## src/sodf_pkg.sv

```systemverilog
// Shared types, constants and register map for the slot occupancy dwell block.
// No dependencies; imported by every module of the block.
package sodf_pkg;

  // Build-time constants
  localparam int NUM_SLOTS          = 64;
  localparam int UNKNOWN_DWELL      = 10;
  localparam int FREE_HEIGHT_MAX_MM = 150;

  // Field widths
  localparam int SLOT_W   = 6;
  localparam int RATIO_W  = 11;
  localparam int HEIGHT_W = 16;
  localparam int OCCH_W   = 15;
  localparam int DWELL_W  = 8;

  // Slot store address width
  localparam int SLOT_AW = (NUM_SLOTS > 1) ? $clog2(NUM_SLOTS) : 1;

  // Config port
  localparam int PADDR_W = 5;
  localparam int PDATA_W = 32;

  typedef enum logic [1:0] {
    ST_UNKNOWN  = 2'd0,
    ST_FREE     = 2'd1,
    ST_OCCUPIED = 2'd2
  } slot_state_e;

  typedef enum logic [2:0] {
    REG_MIN_VIS     = 3'd0,
    REG_OCC_HEIGHT  = 3'd1,
    REG_OCC_ENTER   = 3'd2,
    REG_OCC_EXIT    = 3'd3,
    REG_FREE_MINVIS = 3'd4,
    REG_FREE_MAXSUP = 3'd5,
    REG_OCC_DWELL   = 3'd6,
    REG_FREE_DWELL  = 3'd7
  } cfg_reg_e;

  typedef struct packed {
    logic [RATIO_W-1:0] min_visibility;
    logic [OCCH_W-1:0]  occupied_height_mm;
    logic [RATIO_W-1:0] occupied_enter_support;
    logic [RATIO_W-1:0] occupied_exit_support;
    logic [RATIO_W-1:0] free_min_visibility;
    logic [RATIO_W-1:0] free_max_support;
    logic [DWELL_W-1:0] occupied_dwell;
    logic [DWELL_W-1:0] free_dwell;
  } cfg_t;

  // One entry of the per-slot store; all-zero is the reset value
  typedef struct packed {
    slot_state_e        stable;
    slot_state_e        cand;
    logic [DWELL_W-1:0] dwell;
  } slot_entry_t;

  localparam int ENTRY_W = $bits(slot_entry_t);

endpackage

```

## src/sodf_in_if.sv

```systemverilog
// Input sample channel: valid/ready handshake plus the sample fields.
// Depends on sodf_pkg for field widths.
interface sodf_in_if;
  logic                                   valid;
  logic                                   ready;
  logic [sodf_pkg::SLOT_W-1:0]            slot_index;
  logic [sodf_pkg::RATIO_W-1:0]           visibility;
  logic [sodf_pkg::RATIO_W-1:0]           support_ratio;
  logic signed [sodf_pkg::HEIGHT_W-1:0]   max_height_mm;

  modport source (output valid, slot_index, visibility, support_ratio, max_height_mm,
                  input ready);
  modport sink   (input valid, slot_index, visibility, support_ratio, max_height_mm,
                  output ready);
endinterface

```

## src/sodf_out_if.sv

```systemverilog
// Result channel: valid/ready handshake plus slot index and debounced status.
// Depends on sodf_pkg for field widths.
interface sodf_out_if;
  logic                        valid;
  logic                        ready;
  logic [sodf_pkg::SLOT_W-1:0] slot_out;
  logic [1:0]                  slot_status;

  modport source (output valid, slot_out, slot_status, input ready);
  modport sink   (input valid, slot_out, slot_status, output ready);
endinterface

```

## src/slot_occupancy_dwell_fsm_core.sv

```systemverilog
// Top level of the slot occupancy dwell block: config registers, per-slot
// state memory and the update stage. Depends on sodf_pkg, sodf_in_if,
// sodf_out_if, sodf_cfg, sodf_state_ram, sodf_update.
//
//   port    | dir | handshake            | carries
//   --------+-----+----------------------+------------------------------------------
//   in_i    | in  | valid/ready          | slot_index, visibility, support, height
//   out_o   | out | valid/ready          | slot_out, slot_status
//   APB     | in  | psel/penable/pwrite  | 8 config registers at 4*i, pready tied high
//
// One item per cycle sustained while out_o is not stalled. The accepting edge
// reads the slot entry from the state memory into the update stage; when the
// stage advances, the update runs, writes the entry back and loads the
// output register. Back-to-back items on the same slot see the fresh entry
// through the memory's write-to-read forwarding. Reset clears the per-slot
// valid bits at once, so every slot reads as unknown with a zero count; no
// clearing pass is needed. A stalled output holds the update stage, which
// in turn drops in_i.ready; nothing is lost.
module slot_occupancy_dwell_fsm_core (
  input  logic                          clk_i,
  input  logic                          rst_ni,
  sodf_in_if.sink                       in_i,
  sodf_out_if.source                    out_o,
  input  logic                          psel,
  input  logic                          penable,
  input  logic                          pwrite,
  input  logic [sodf_pkg::PADDR_W-1:0]  paddr,
  input  logic [sodf_pkg::PDATA_W-1:0]  pwdata,
  output logic [sodf_pkg::PDATA_W-1:0]  prdata,
  output logic                          pready
);
  import sodf_pkg::*;

  cfg_t cfg;

  // Update stage (item whose entry read is in flight / done)
  logic                       s1_valid_q;
  logic [SLOT_W-1:0]          s1_slot_q;
  logic                       s1_ok_q;
  logic [RATIO_W-1:0]         s1_vis_q;
  logic [RATIO_W-1:0]         s1_sup_q;
  logic signed [HEIGHT_W-1:0] s1_h_q;

  // Output register
  logic                       out_valid_q;
  logic [SLOT_W-1:0]          out_slot_q;
  slot_state_e                out_status_q;

  logic                       s1_adv;
  logic                       in_acc;
  logic                       in_ok;
  logic [SLOT_AW-1:0]         in_addr;
  logic [SLOT_AW-1:0]         s1_addr;
  slot_entry_t                cur_entry;
  slot_entry_t                nxt_entry;

  sodf_cfg u_cfg (
    .clk_i   (clk_i),
    .rst_ni  (rst_ni),
    .psel    (psel),
    .penable (penable),
    .pwrite  (pwrite),
    .paddr   (paddr),
    .pwdata  (pwdata),
    .prdata  (prdata),
    .pready  (pready),
    .cfg_o   (cfg)
  );

  // Stage advances when the output register is free or being drained
  assign s1_adv     = s1_valid_q && (!out_valid_q || out_o.ready);
  assign in_i.ready = !s1_valid_q || s1_adv;
  assign in_acc     = in_i.valid && in_i.ready;

  // Slots beyond the store report unknown and leave state alone
  assign in_ok   = (32'(in_i.slot_index) < NUM_SLOTS);
  assign in_addr = SLOT_AW'(in_i.slot_index);
  assign s1_addr = SLOT_AW'(s1_slot_q);

  sodf_state_ram u_ram (
    .clk_i     (clk_i),
    .rst_ni    (rst_ni),
    .rd_en_i   (in_acc),
    .rd_addr_i (in_addr),
    .rd_data_o (cur_entry),
    .wr_en_i   (s1_adv && s1_ok_q),
    .wr_addr_i (s1_addr),
    .wr_data_i (nxt_entry)
  );

  sodf_update u_update (
    .cfg_i    (cfg),
    .cur_i    (cur_entry),
    .vis_i    (s1_vis_q),
    .sup_i    (s1_sup_q),
    .height_i (s1_h_q),
    .nxt_o    (nxt_entry)
  );

  always_ff @(posedge clk_i or negedge rst_ni) begin
    if (!rst_ni) begin
      s1_valid_q  <= 1'b0;
      out_valid_q <= 1'b0;
    end else begin
      if (in_acc) begin
        s1_valid_q <= 1'b1;
      end else if (s1_adv) begin
        s1_valid_q <= 1'b0;
      end
      if (s1_adv) begin
        out_valid_q <= 1'b1;
      end else if (out_o.ready) begin
        out_valid_q <= 1'b0;
      end
    end
  end

  always_ff @(posedge clk_i) begin
    if (in_acc) begin
      s1_slot_q <= in_i.slot_index;
      s1_ok_q   <= in_ok;
      s1_vis_q  <= in_i.visibility;
      s1_sup_q  <= in_i.support_ratio;
      s1_h_q    <= in_i.max_height_mm;
    end
    if (s1_adv) begin
      out_slot_q   <= s1_slot_q;
      out_status_q <= s1_ok_q ? nxt_entry.stable : ST_UNKNOWN;
    end
  end

  assign out_o.valid       = out_valid_q;
  assign out_o.slot_out    = out_slot_q;
  assign out_o.slot_status = out_status_q;

endmodule

```

## src/sodf_cfg.sv

```systemverilog
// APB-style configuration register file for the dwell block.
// Depends on sodf_pkg (register map, cfg_t).
module sodf_cfg (
  input  logic                          clk_i,
  input  logic                          rst_ni,
  input  logic                          psel,
  input  logic                          penable,
  input  logic                          pwrite,
  input  logic [sodf_pkg::PADDR_W-1:0]  paddr,
  input  logic [sodf_pkg::PDATA_W-1:0]  pwdata,
  output logic [sodf_pkg::PDATA_W-1:0]  prdata,
  output logic                          pready,
  output sodf_pkg::cfg_t                cfg_o
);
  import sodf_pkg::*;

  cfg_t     cfg_q;
  cfg_reg_e idx;
  logic     wr_en;

  assign pready = 1'b1;
  assign idx    = cfg_reg_e'(paddr[PADDR_W-1:2]);
  assign wr_en  = psel && penable && pwrite;
  assign cfg_o  = cfg_q;

  always_ff @(posedge clk_i or negedge rst_ni) begin
    if (!rst_ni) begin
      cfg_q.min_visibility         <= RATIO_W'(307);
      cfg_q.occupied_height_mm     <= OCCH_W'(300);
      cfg_q.occupied_enter_support <= RATIO_W'(512);
      cfg_q.occupied_exit_support  <= RATIO_W'(307);
      cfg_q.free_min_visibility    <= RATIO_W'(717);
      cfg_q.free_max_support       <= RATIO_W'(102);
      cfg_q.occupied_dwell         <= DWELL_W'(3);
      cfg_q.free_dwell             <= DWELL_W'(5);
    end else if (wr_en) begin
      unique case (idx)
        REG_MIN_VIS:     cfg_q.min_visibility         <= pwdata[RATIO_W-1:0];
        REG_OCC_HEIGHT:  cfg_q.occupied_height_mm     <= pwdata[OCCH_W-1:0];
        REG_OCC_ENTER:   cfg_q.occupied_enter_support <= pwdata[RATIO_W-1:0];
        REG_OCC_EXIT:    cfg_q.occupied_exit_support  <= pwdata[RATIO_W-1:0];
        REG_FREE_MINVIS: cfg_q.free_min_visibility    <= pwdata[RATIO_W-1:0];
        REG_FREE_MAXSUP: cfg_q.free_max_support       <= pwdata[RATIO_W-1:0];
        REG_OCC_DWELL:   cfg_q.occupied_dwell         <= pwdata[DWELL_W-1:0];
        REG_FREE_DWELL:  cfg_q.free_dwell             <= pwdata[DWELL_W-1:0];
        default: ;
      endcase
    end
  end

  always_comb begin
    unique case (idx)
      REG_MIN_VIS:     prdata = PDATA_W'(cfg_q.min_visibility);
      REG_OCC_HEIGHT:  prdata = PDATA_W'(cfg_q.occupied_height_mm);
      REG_OCC_ENTER:   prdata = PDATA_W'(cfg_q.occupied_enter_support);
      REG_OCC_EXIT:    prdata = PDATA_W'(cfg_q.occupied_exit_support);
      REG_FREE_MINVIS: prdata = PDATA_W'(cfg_q.free_min_visibility);
      REG_FREE_MAXSUP: prdata = PDATA_W'(cfg_q.free_max_support);
      REG_OCC_DWELL:   prdata = PDATA_W'(cfg_q.occupied_dwell);
      REG_FREE_DWELL:  prdata = PDATA_W'(cfg_q.free_dwell);
      default:         prdata = '0;
    endcase
  end

endmodule

```

## src/sodf_state_ram.sv

```systemverilog
// Per-slot state store: synchronous memory with a registered read, and valid
// bits so unwritten entries read as the reset entry. Depends on sodf_pkg.
module sodf_state_ram (
  input  logic                         clk_i,
  input  logic                         rst_ni,
  input  logic                         rd_en_i,
  input  logic [sodf_pkg::SLOT_AW-1:0] rd_addr_i,
  output sodf_pkg::slot_entry_t        rd_data_o,
  input  logic                         wr_en_i,
  input  logic [sodf_pkg::SLOT_AW-1:0] wr_addr_i,
  input  sodf_pkg::slot_entry_t        wr_data_i
);
  import sodf_pkg::*;

  slot_entry_t          mem [NUM_SLOTS];
  logic [NUM_SLOTS-1:0] vld_q;
  slot_entry_t          rd_q;

  assign rd_data_o = rd_q;

  always_ff @(posedge clk_i) begin
    if (wr_en_i) begin
      mem[wr_addr_i] <= wr_data_i;
    end
  end

  always_ff @(posedge clk_i or negedge rst_ni) begin
    if (!rst_ni) begin
      vld_q <= '0;
    end else if (wr_en_i) begin
      vld_q[wr_addr_i] <= 1'b1;
    end
  end

  // Same-cycle write to the read address is forwarded
  always_ff @(posedge clk_i) begin
    if (rd_en_i) begin
      if (wr_en_i && (wr_addr_i == rd_addr_i)) begin
        rd_q <= wr_data_i;
      end else if (vld_q[rd_addr_i]) begin
        rd_q <= mem[rd_addr_i];
      end else begin
        rd_q <= '0;
      end
    end
  end

endmodule

```

## src/sodf_update.sv

```systemverilog
// Sample classification and dwell debounce for one slot entry.
// Depends on sodf_pkg (cfg_t, slot_entry_t, state codes).
module sodf_update (
  input  sodf_pkg::cfg_t                       cfg_i,
  input  sodf_pkg::slot_entry_t                cur_i,
  input  logic [sodf_pkg::RATIO_W-1:0]         vis_i,
  input  logic [sodf_pkg::RATIO_W-1:0]         sup_i,
  input  logic signed [sodf_pkg::HEIGHT_W-1:0] height_i,
  output sodf_pkg::slot_entry_t                nxt_o
);
  import sodf_pkg::*;

  localparam logic signed [HEIGHT_W-1:0] FreeHMax = HEIGHT_W'(FREE_HEIGHT_MAX_MM);

  logic [RATIO_W-1:0]         need;
  logic signed [HEIGHT_W-1:0] occ_h;
  slot_state_e                target;
  logic [DWELL_W-1:0]         cnt;
  logic [DWELL_W-1:0]         dwell_req;
  slot_entry_t                nxt;

  assign occ_h = $signed({1'b0, cfg_i.occupied_height_mm});
  assign need  = (cur_i.stable == ST_OCCUPIED) ? cfg_i.occupied_exit_support
                                               : cfg_i.occupied_enter_support;

  always_comb begin
    if (vis_i < cfg_i.min_visibility) begin
      target = ST_UNKNOWN;
    end else if ((height_i >= occ_h) || (sup_i >= need)) begin
      target = ST_OCCUPIED;
    end else if ((vis_i >= cfg_i.free_min_visibility) &&
                 (sup_i <= cfg_i.free_max_support) && (height_i <= FreeHMax)) begin
      target = ST_FREE;
    end else begin
      target = ST_UNKNOWN;
    end
  end

  always_comb begin
    case (target)
      ST_OCCUPIED: dwell_req = cfg_i.occupied_dwell;
      ST_FREE:     dwell_req = cfg_i.free_dwell;
      default:     dwell_req = DWELL_W'(UNKNOWN_DWELL);
    endcase
  end

  always_comb begin
    nxt = cur_i;
    cnt = cur_i.dwell;
    if (target == cur_i.stable) begin
      nxt.cand  = target;
      nxt.dwell = '0;
    end else begin
      if (cur_i.cand != target) begin
        cnt = DWELL_W'(1);
      end else if (cur_i.dwell != '1) begin
        cnt = cur_i.dwell + DWELL_W'(1);
      end
      nxt.cand  = target;
      nxt.dwell = cnt;
      // candidate held long enough: adopt it
      if (cnt >= dwell_req) begin
        nxt.stable = target;
        nxt.dwell  = '0;
      end
    end
  end

  assign nxt_o = nxt;

endmodule

```

## src/flat_wrapper.sv

```systemverilog
// flat-port wrapper written by rule: the top's interface ports become plain ports
module slot_occupancy_dwell_fsm_core_flat import sodf_pkg::*;
  (clk_i, rst_ni, psel, penable, pwrite, paddr, pwdata, prdata, pready, in_i_valid, in_i_slot_index, in_i_visibility, in_i_support_ratio, in_i_max_height_mm, in_i_ready, out_o_valid, out_o_slot_out, out_o_slot_status, out_o_ready);
  sodf_in_if in_i_i ();
  sodf_out_if out_o_i ();
  input  logic clk_i;
  input  logic rst_ni;
  input  logic psel;
  input  logic penable;
  input  logic pwrite;
  input  logic [sodf_pkg::PADDR_W-1:0] paddr;
  input  logic [sodf_pkg::PDATA_W-1:0] pwdata;
  output logic [sodf_pkg::PDATA_W-1:0] prdata;
  output logic pready;
  input wire logic [$bits(in_i_i.valid)-1:0] in_i_valid;
  input wire logic [$bits(in_i_i.slot_index)-1:0] in_i_slot_index;
  input wire logic [$bits(in_i_i.visibility)-1:0] in_i_visibility;
  input wire logic [$bits(in_i_i.support_ratio)-1:0] in_i_support_ratio;
  input wire logic [$bits(in_i_i.max_height_mm)-1:0] in_i_max_height_mm;
  output wire logic [$bits(in_i_i.ready)-1:0] in_i_ready;
  output wire logic [$bits(out_o_i.valid)-1:0] out_o_valid;
  output wire logic [$bits(out_o_i.slot_out)-1:0] out_o_slot_out;
  output wire logic [$bits(out_o_i.slot_status)-1:0] out_o_slot_status;
  input wire logic [$bits(out_o_i.ready)-1:0] out_o_ready;
  assign in_i_i.valid = in_i_valid;
  assign in_i_i.slot_index = in_i_slot_index;
  assign in_i_i.visibility = in_i_visibility;
  assign in_i_i.support_ratio = in_i_support_ratio;
  assign in_i_i.max_height_mm = in_i_max_height_mm;
  assign in_i_ready = in_i_i.ready;
  assign out_o_valid = out_o_i.valid;
  assign out_o_slot_out = out_o_i.slot_out;
  assign out_o_slot_status = out_o_i.slot_status;
  assign out_o_i.ready = out_o_ready;
  slot_occupancy_dwell_fsm_core u_core (.clk_i(clk_i), .rst_ni(rst_ni), .in_i(in_i_i), .out_o(out_o_i), .psel(psel), .penable(penable), .pwrite(pwrite), .paddr(paddr), .pwdata(pwdata), .prdata(prdata), .pready(pready));
endmodule
```

## config.mk

```make
export PLATFORM = sky130hd
export DESIGN_NAME = slot_occupancy_dwell_fsm_core_flat
export DESIGN_NICKNAME = d
export VERILOG_FILES = /design/src/sodf_pkg.sv /design/src/sodf_in_if.sv /design/src/sodf_out_if.sv /design/src/slot_occupancy_dwell_fsm_core.sv /design/src/sodf_cfg.sv /design/src/sodf_state_ram.sv /design/src/sodf_update.sv /design/src/flat_wrapper.sv
export SDC_FILE = /design/constraint.sdc
export NUM_CORES = 1
export LEC_CHECK = 0
export BUFFER_PORTS_ARGS = -buffer_cell sky130_fd_sc_hd__buf_4
export CORE_ASPECT_RATIO = 0.75
export CORE_MARGIN = 2
export CORE_UTILIZATION = 40
export CTS_BUF_LIST = sky130_fd_sc_hd__clkbuf_8 sky130_fd_sc_hd__clkbuf_16
export DETAILED_ROUTE_END_ITERATION = 10
export MAX_ROUTING_LAYER = met4
export SKIP_CTS_REPAIR_TIMING = 1
export SYNTH_ARGS = -nofsm -noshare
export SYNTH_HDL_FRONTEND = slang
export SYNTH_SLANG_ARGS = --single-unit
```

## constraint.sdc

```tcl
create_clock -name clk_i -period 29.7 [get_ports clk_i]
set_input_delay 2.97 -clock clk_i [delete_from_list [all_inputs] [get_ports clk_i]]
set_output_delay 2.97 -clock clk_i [all_outputs]
set_load 0.02 [all_outputs]
```

Word-level counts from Yosys, hierarchy flattened

Memories as Yosys holds them, arrays and structs flattened.
Index checks and enable logic that the tools add are counted.

$add $sub $neg: 1
Order comparisons: 10
Eq/ne operators: 14
Muxes and demuxes: 25
Bitwise logic cells: 1
Reduce and logical (&&, ||, !) cells: 24

Operator list:

| cell                                                             | count |
|---|---|
| one-hot mux 32 bit (8 select lines)                              | 1 |
| OR 64 bit                                                        | 1 |
| two-way mux 8 bit                                                | 5 |
| two-way mux 12 bit                                               | 2 |
| >= comparator 11 bit                                             | 2 |
| >= comparator 16 bit                                             | 1 |
| less-or-equal comparator 16 x 9 -> 1 bit (second input constant) | 1 |
| one-hot mux 8 bit (2 select lines)                               | 1 |
| AND reduction 2 bit                                              | 8 |
| < comparator 6 x 7 -> 1 bit (second input constant)              | 2 |
| equality test 3 bit (second input constant)                      | 4 |
| less-or-equal comparator 11 bit                                  | 1 |
| < comparator 11 bit                                              | 1 |
| two-way mux 11 bit                                               | 1 |
| two-way mux 1 bit                                                | 9 |
| adder 8 x 1 -> 8 bit (second input constant)                     | 1 |
| >= comparator 8 bit                                              | 1 |
| logical AND 1 bit                                                | 8 |
| two-way mux 2 bit                                                | 4 |
| != test 8 bit (second input constant)                            | 1 |
| binary-select mux 1 bit (select 6 bit)                           | 1 |
| demux 1 bit (select 6 bit)                                       | 1 |
| equality test 3 x 2 -> 1 bit (second input constant)             | 2 |
| equality test 6 bit                                              | 1 |
| 10 further kinds                                                 | 15 |

Register bits after elaboration: 216
RAM bits: 768
Output and inout bits: 43
Memories kept: 1

Memories:

| name             | words | bits a word | rd ports | clocked after memory_dff | wr ports | line                 | RTL |
|---|---|---|---|---|---|---|---|
| u_core.u_ram.mem | 64    | 12          | 1        | 0                        | 1        | sodf_state_ram.sv:15 | `slot_entry_t mem [NUM_SLOTS];` |

Logic depth before layout (Yosys ltp)

Depth after elaboration: 13
Depth in mapped cells: 24
Mapped depth without buffers: 22

Hierarchy

From an unflattened synthesis, not the netlist that was laid out.

Cell total of the unflattened synthesis: 2294
Area total of the unflattened synthesis: 41137.0 um^2

Modules (own cells, without submodules):

| module                        | times used | cells each | area each (um^2) | seq. area each (um^2) |
|---|---|---|---|---|
| sodf_state_ram                | 1          | 1607       | 32879.0          | 25024.0 |
| sodf_cfg                      | 1          | 318        | 4180.3           | 2188.3 |
| sodf_update                   | 1          | 309        | 2412.3           | 0.0 |
| slot_occupancy_dwell_fsm_core | 1          | 60         | 1665.3           | 1611.5 |

Least setup slack after synthesis

Ideal clock, no wire load.

Kind: reg-to-reg
Start: reg u_core.u_ram.rd_q, in the netlist u_core.u_ram.rd_data_o[11]
End: mem u_core.u_ram.mem[0][6] in the netlist's numbering, data pin
Library setup time: 864 ps
Arrival time: 12600 ps
Data required time: 28836 ps
Setup slack: 16236 ps
Cell stages (with the launch flop): 25
Buffers on the path: 2
Period minus slack after synthesis: 13464 ps
Cells stage by stage: edfxtp_1 nand2b_1 buf_1 mux2i_1 ha_1 a21o_1 a221o_1 a31oi_1 o21ai_0 a311o_1 nor4b_1 inv_1 ha_1 clkbuf_1 a22oi_1 nor2_1 ha_1 nand2b_1 a21o_1 a21oi_1 o21ai_0 o41a_1 a211oi_1 nand2_1 nor4_1

RTL lines:

| item                   | line                 | RTL |
|---|---|---|
| start, declared        | sodf_state_ram.sv:17 | `slot_entry_t rd_q;` |
| start signal, assigned | sodf_state_ram.sv:39 | `rd_q <= wr_data_i;` |
| start signal, assigned | sodf_state_ram.sv:41 | `rd_q <= mem[rd_addr_i];` |
| end, declared          | sodf_state_ram.sv:15 |  |

==> impl_metrics.json <==
{
  "outcome": "completed",
  "tightest_slew_ps": 1280,
  "reg2reg_slack_ps": 20770,
  "power_w": 0.00337,
  "design.die.area_mm2": 0.104,
  "cp-end-kind": "register",
  "cp.arrival_ps": 9320,
  "top_layer": "met4",
  "ys_async_sr_fraction": 0.154,
  "ys_seq_area_frac": 0.713,
  "die-width_um": 371,
  "final.period_utilization": 0.301,
  "clkPwrFrac": 0.374,
  "leakagePower_nw": 16.2,
  "antenna_found_initial": 5,
  "start_util": 0.405,
  "cts-root-buf": "clkbuf_16",
  "area_delta_synth_final_pct": 14.5,
  "p_switching_w": 0.000845,
  "synth-seq-cells": 984,
  "fillCellCount": 8216,
  "via_per_inst": 5.65,
  "synth_edf_count": 832,
  "yosysTopAreaCellShare": 0.618,
  "path_class": "register to register",
  "ys_top_cells_by_area": "edfxtp_1, mux4_2, dfrtp_1",
  "die_h_um": 279,
  "wire_per_inst_um": 26.5,
  "hold_viol": 0,
  "worstSkewPairLatency_ps": 700,
  "clock_skew_ps": 44.6,
  "reg2reg_depth": 24,
  "report.final.slew_viol_count": 0,
  "syn_area_per_cell_um2": 19.2,
  "cp-endpoint": "u_core.u_ram.mem[27][4]$_DFFE_PP_",
  "grt_pass1_wl_um": 144000,
  "cts_made_buffers": 94,
  "startpoint_type": "register",
  "comb_power_share": 0.124,
  "syn_inst": 2105,
  "slew_headroom": 0.144,
  "path_clk_slew_ps": 60,
  "final_layout_size_suffix_gt1_frac": 0.332,
  "m1WireLength_um": 45200,
  "grt_max_degree": 88,
  "grt_use_total": 0.198,
  "synth_warnings": 0,
  "synth_area_mm2": 0.0404,
  "yosys.area.top_type": "edfxtp_1",
  "num_rows": 100,
  "yosys.cell_count.top_type": "edfxtp_1",
  "drtIter0Drc": 2358,
  "via_count": 20816,
  "routed-wl-met3_um": 7880,
  "dp_hpwl_um": 62700,
  "cts_sinks": 984,
  "gr-total-overflow": 0,
  "switching_share": 0.251,
  "cp_max_fo": 67,
  "nNetsFinal": 2434,
  "multi_input_area_mm2": 0.0109,
  "pin_count": 131,
  "wl_um": 97800,
  "h-tree-depth": 3,
  "pwr-share-seq": 0.502,
  "cts.path.max_buffers": 3,
  "portBuffers": 93,
  "register_area_mm2": 0.0288,
  "reg2reg_from": "u_core.u_ram.rd_data_o[10]$_DFFE_PP_",
  "yosys-top-cells-count": "edfxtp_1, mux4_2, dfrtp_1, nor2_1, or2_2",
  "place_congestion": 0.923,
  "crit_required_ps": 30090,
  "setup_viol": 0,
  "post-route-min-period_ps": 8930,
  "fmax_mhz": 112,
  "intPower_w": 0.00252,
  "first_global_vias": 20571,
  "hold_path_class": "register to register",
  "rsz0062_at_grt": "no",
  "cts_tree": "yes",
  "route.detailed.drc": 0,
  "crit_start": "u_core.u_ram.rd_data_o[10]$_DFFE_PP_",
  "ys_types": 57,
  "antenna_left": 0,
  "core_mm2": 0.0997,
  "powerDensity_mw_per_mm2": 72.7,
  "drv_cap": 0,
  "r2r_end": "u_core.u_ram.mem[27][4]$_DFFE_PP_",
  "route.met2.wl_um": 43400,
  "first_pass_iters": 5,
  "ir_worst_vdd_mv": 0.0553,
  "tns_ps": 0,
  "synth_ff_type": "edfxtp_1"
}
power by group through the flow:
stage	Combinational, W	Clock (W)	Sequential, W
final	0.000418	0.00126	0.00169
after global routing	0.000458	0.00134	0.00169
after CTS	0.000425	0.00129	0.00169
after detailed placement	0.000423	0	0.00172
after global placement	0.000406	0	0.00171
after floorplan	0.000252	0	0.00170
per-layer routing:
metal,vias to the layer above,track usage
li1,8766,-
met1,11140,0.302
met2,800,0.275
met3,110,0.0392
met4,0,0.0377
met5,-,-
flip-flops by register name, indices dropped and copies added (netlist names):
signal,count
u_core.s1_h_q,16
u_core.u_ram.mem,768
u_core.u_ram.rd_data_o,12
u_core.s1_vis_q,11
u_core.s1_sup_q,11
u_core.s1_addr,6
u_core.out_o.valid,1
u_core.u_ram.vld_q,64
u_core.s1_valid_q,1
u_core.u_cfg.cfg_o,86
u_core.out_o.slot_out,6
u_core.out_o.slot_status,2
logic make-up after synthesis:
logic type,synth area share
AO/OA/AOI/OAI,0.0242
XOR/XNOR,0.00217
adder cells (fa/ha/maj),0.0214
buffers and inverters,0.0199
flip-flops,0.713
multiplexers,0.176
other,0.000186
AND/OR/NAND/NOR,0.0425
worst min-delay path by stage:
stage | endpoint | slack, ps | depth (start not counted) | from
global placement | u_core.u_ram.vld_q[2]$_DFFE_PN0P_ | 450 | 1 | u_core.u_ram.vld_q[2]$_DFFE_PN0P_
global route | u_core.u_ram.vld_q[21]$_DFFE_PN0P_ | 480 | 1 | u_core.u_ram.vld_q[21]$_DFFE_PN0P_
CTS | u_core.u_ram.vld_q[21]$_DFFE_PN0P_ | 460 | 1 | u_core.u_ram.vld_q[21]$_DFFE_PN0P_
detailed placement | u_core.u_ram.vld_q[48]$_DFFE_PN0P_ | 450 | 1 | u_core.u_ram.vld_q[48]$_DFFE_PN0P_
floorplan | u_core.out_o.slot_out[2]$_DFFE_PP_ | 420 | 0 | u_core.s1_addr[2]$_DFFE_PP_
finish | u_core.u_ram.vld_q[21]$_DFFE_PN0P_ | 460 | 1 | u_core.u_ram.vld_q[21]$_DFFE_PN0P_
critical path, stage by stage, from the launching register on:
cell	delay (ps)
edfxtp_1	410
nand2b_1	770
mux2i_1	430
ha_1	310
a21o_1	160
a221o_1	340
a31oi_1	150
o21ai_0	160
a311o_1	500
nor4b_2	300
buf_4	610
inv_1	170
ha_1	350
a22oi_1	250
nor2_1	70
ha_1	260
nand2b_1	140
a21o_1	170
a21oi_1	170
o21ai_0	110
o41a_1	390
a211oi_1	270
nand2_1	360
nor3_2	1050
buf_4	590
layout by cell type (no fill, tap or decap), types with 6 or more instances in the layout:
cell type	count
a21o_1	14
a21oi_1	33
a221oi_1	7
a22oi_1	6
and3_1	8
buf_4	172
bufinv_16	14
clkbuf_16	94
clkbuf_8	9
clkinv_1	13
clkinv_2	17
conb_1	18
dfrtp_1	123
dfstp_2	29
edfxtp_1	832
ha_1	69
inv_1	74
mux2_2	55
mux2i_1	22
mux4_2	279
nand2_1	68
nand2b_1	13
nand3_1	25
nor2_1	97
nor2_2	6
nor2b_1	7
nor3_1	14
nor3_2	7
o21ai_0	65
o31ai_1	6
or2_2	70
area by class of cell:
cell class | instances | area share
sequential | 984 | 0.623
multi-input combinational | 961 | 0.236
clock buffer | 102 | 0.0532
tap | 1326 | 0.0359
timing repair buffer | 175 | 0.0288
clock inverter | 73 | 0.0177
inverter | 61 | 0.00495
antenna | 4 | 0.000216
metrics by stage:
stage	instance area, um^2	worst slack, ps	cells	hold WS (ps)	util
3_5_place_dp	43000	20750	3506	450	0.431
5_1_grt	46300	20160	3683	476	0.464
6_report	46300	20770	3686	464	0.464
3_3_place_gp	43000	21040	3506	446	0.431
4_1_cts	46200	20690	3681	464	0.464
2_1_floorplan	40500	16240	2121	424	-
Note: power is estimated with default switching activity, not from simulation.
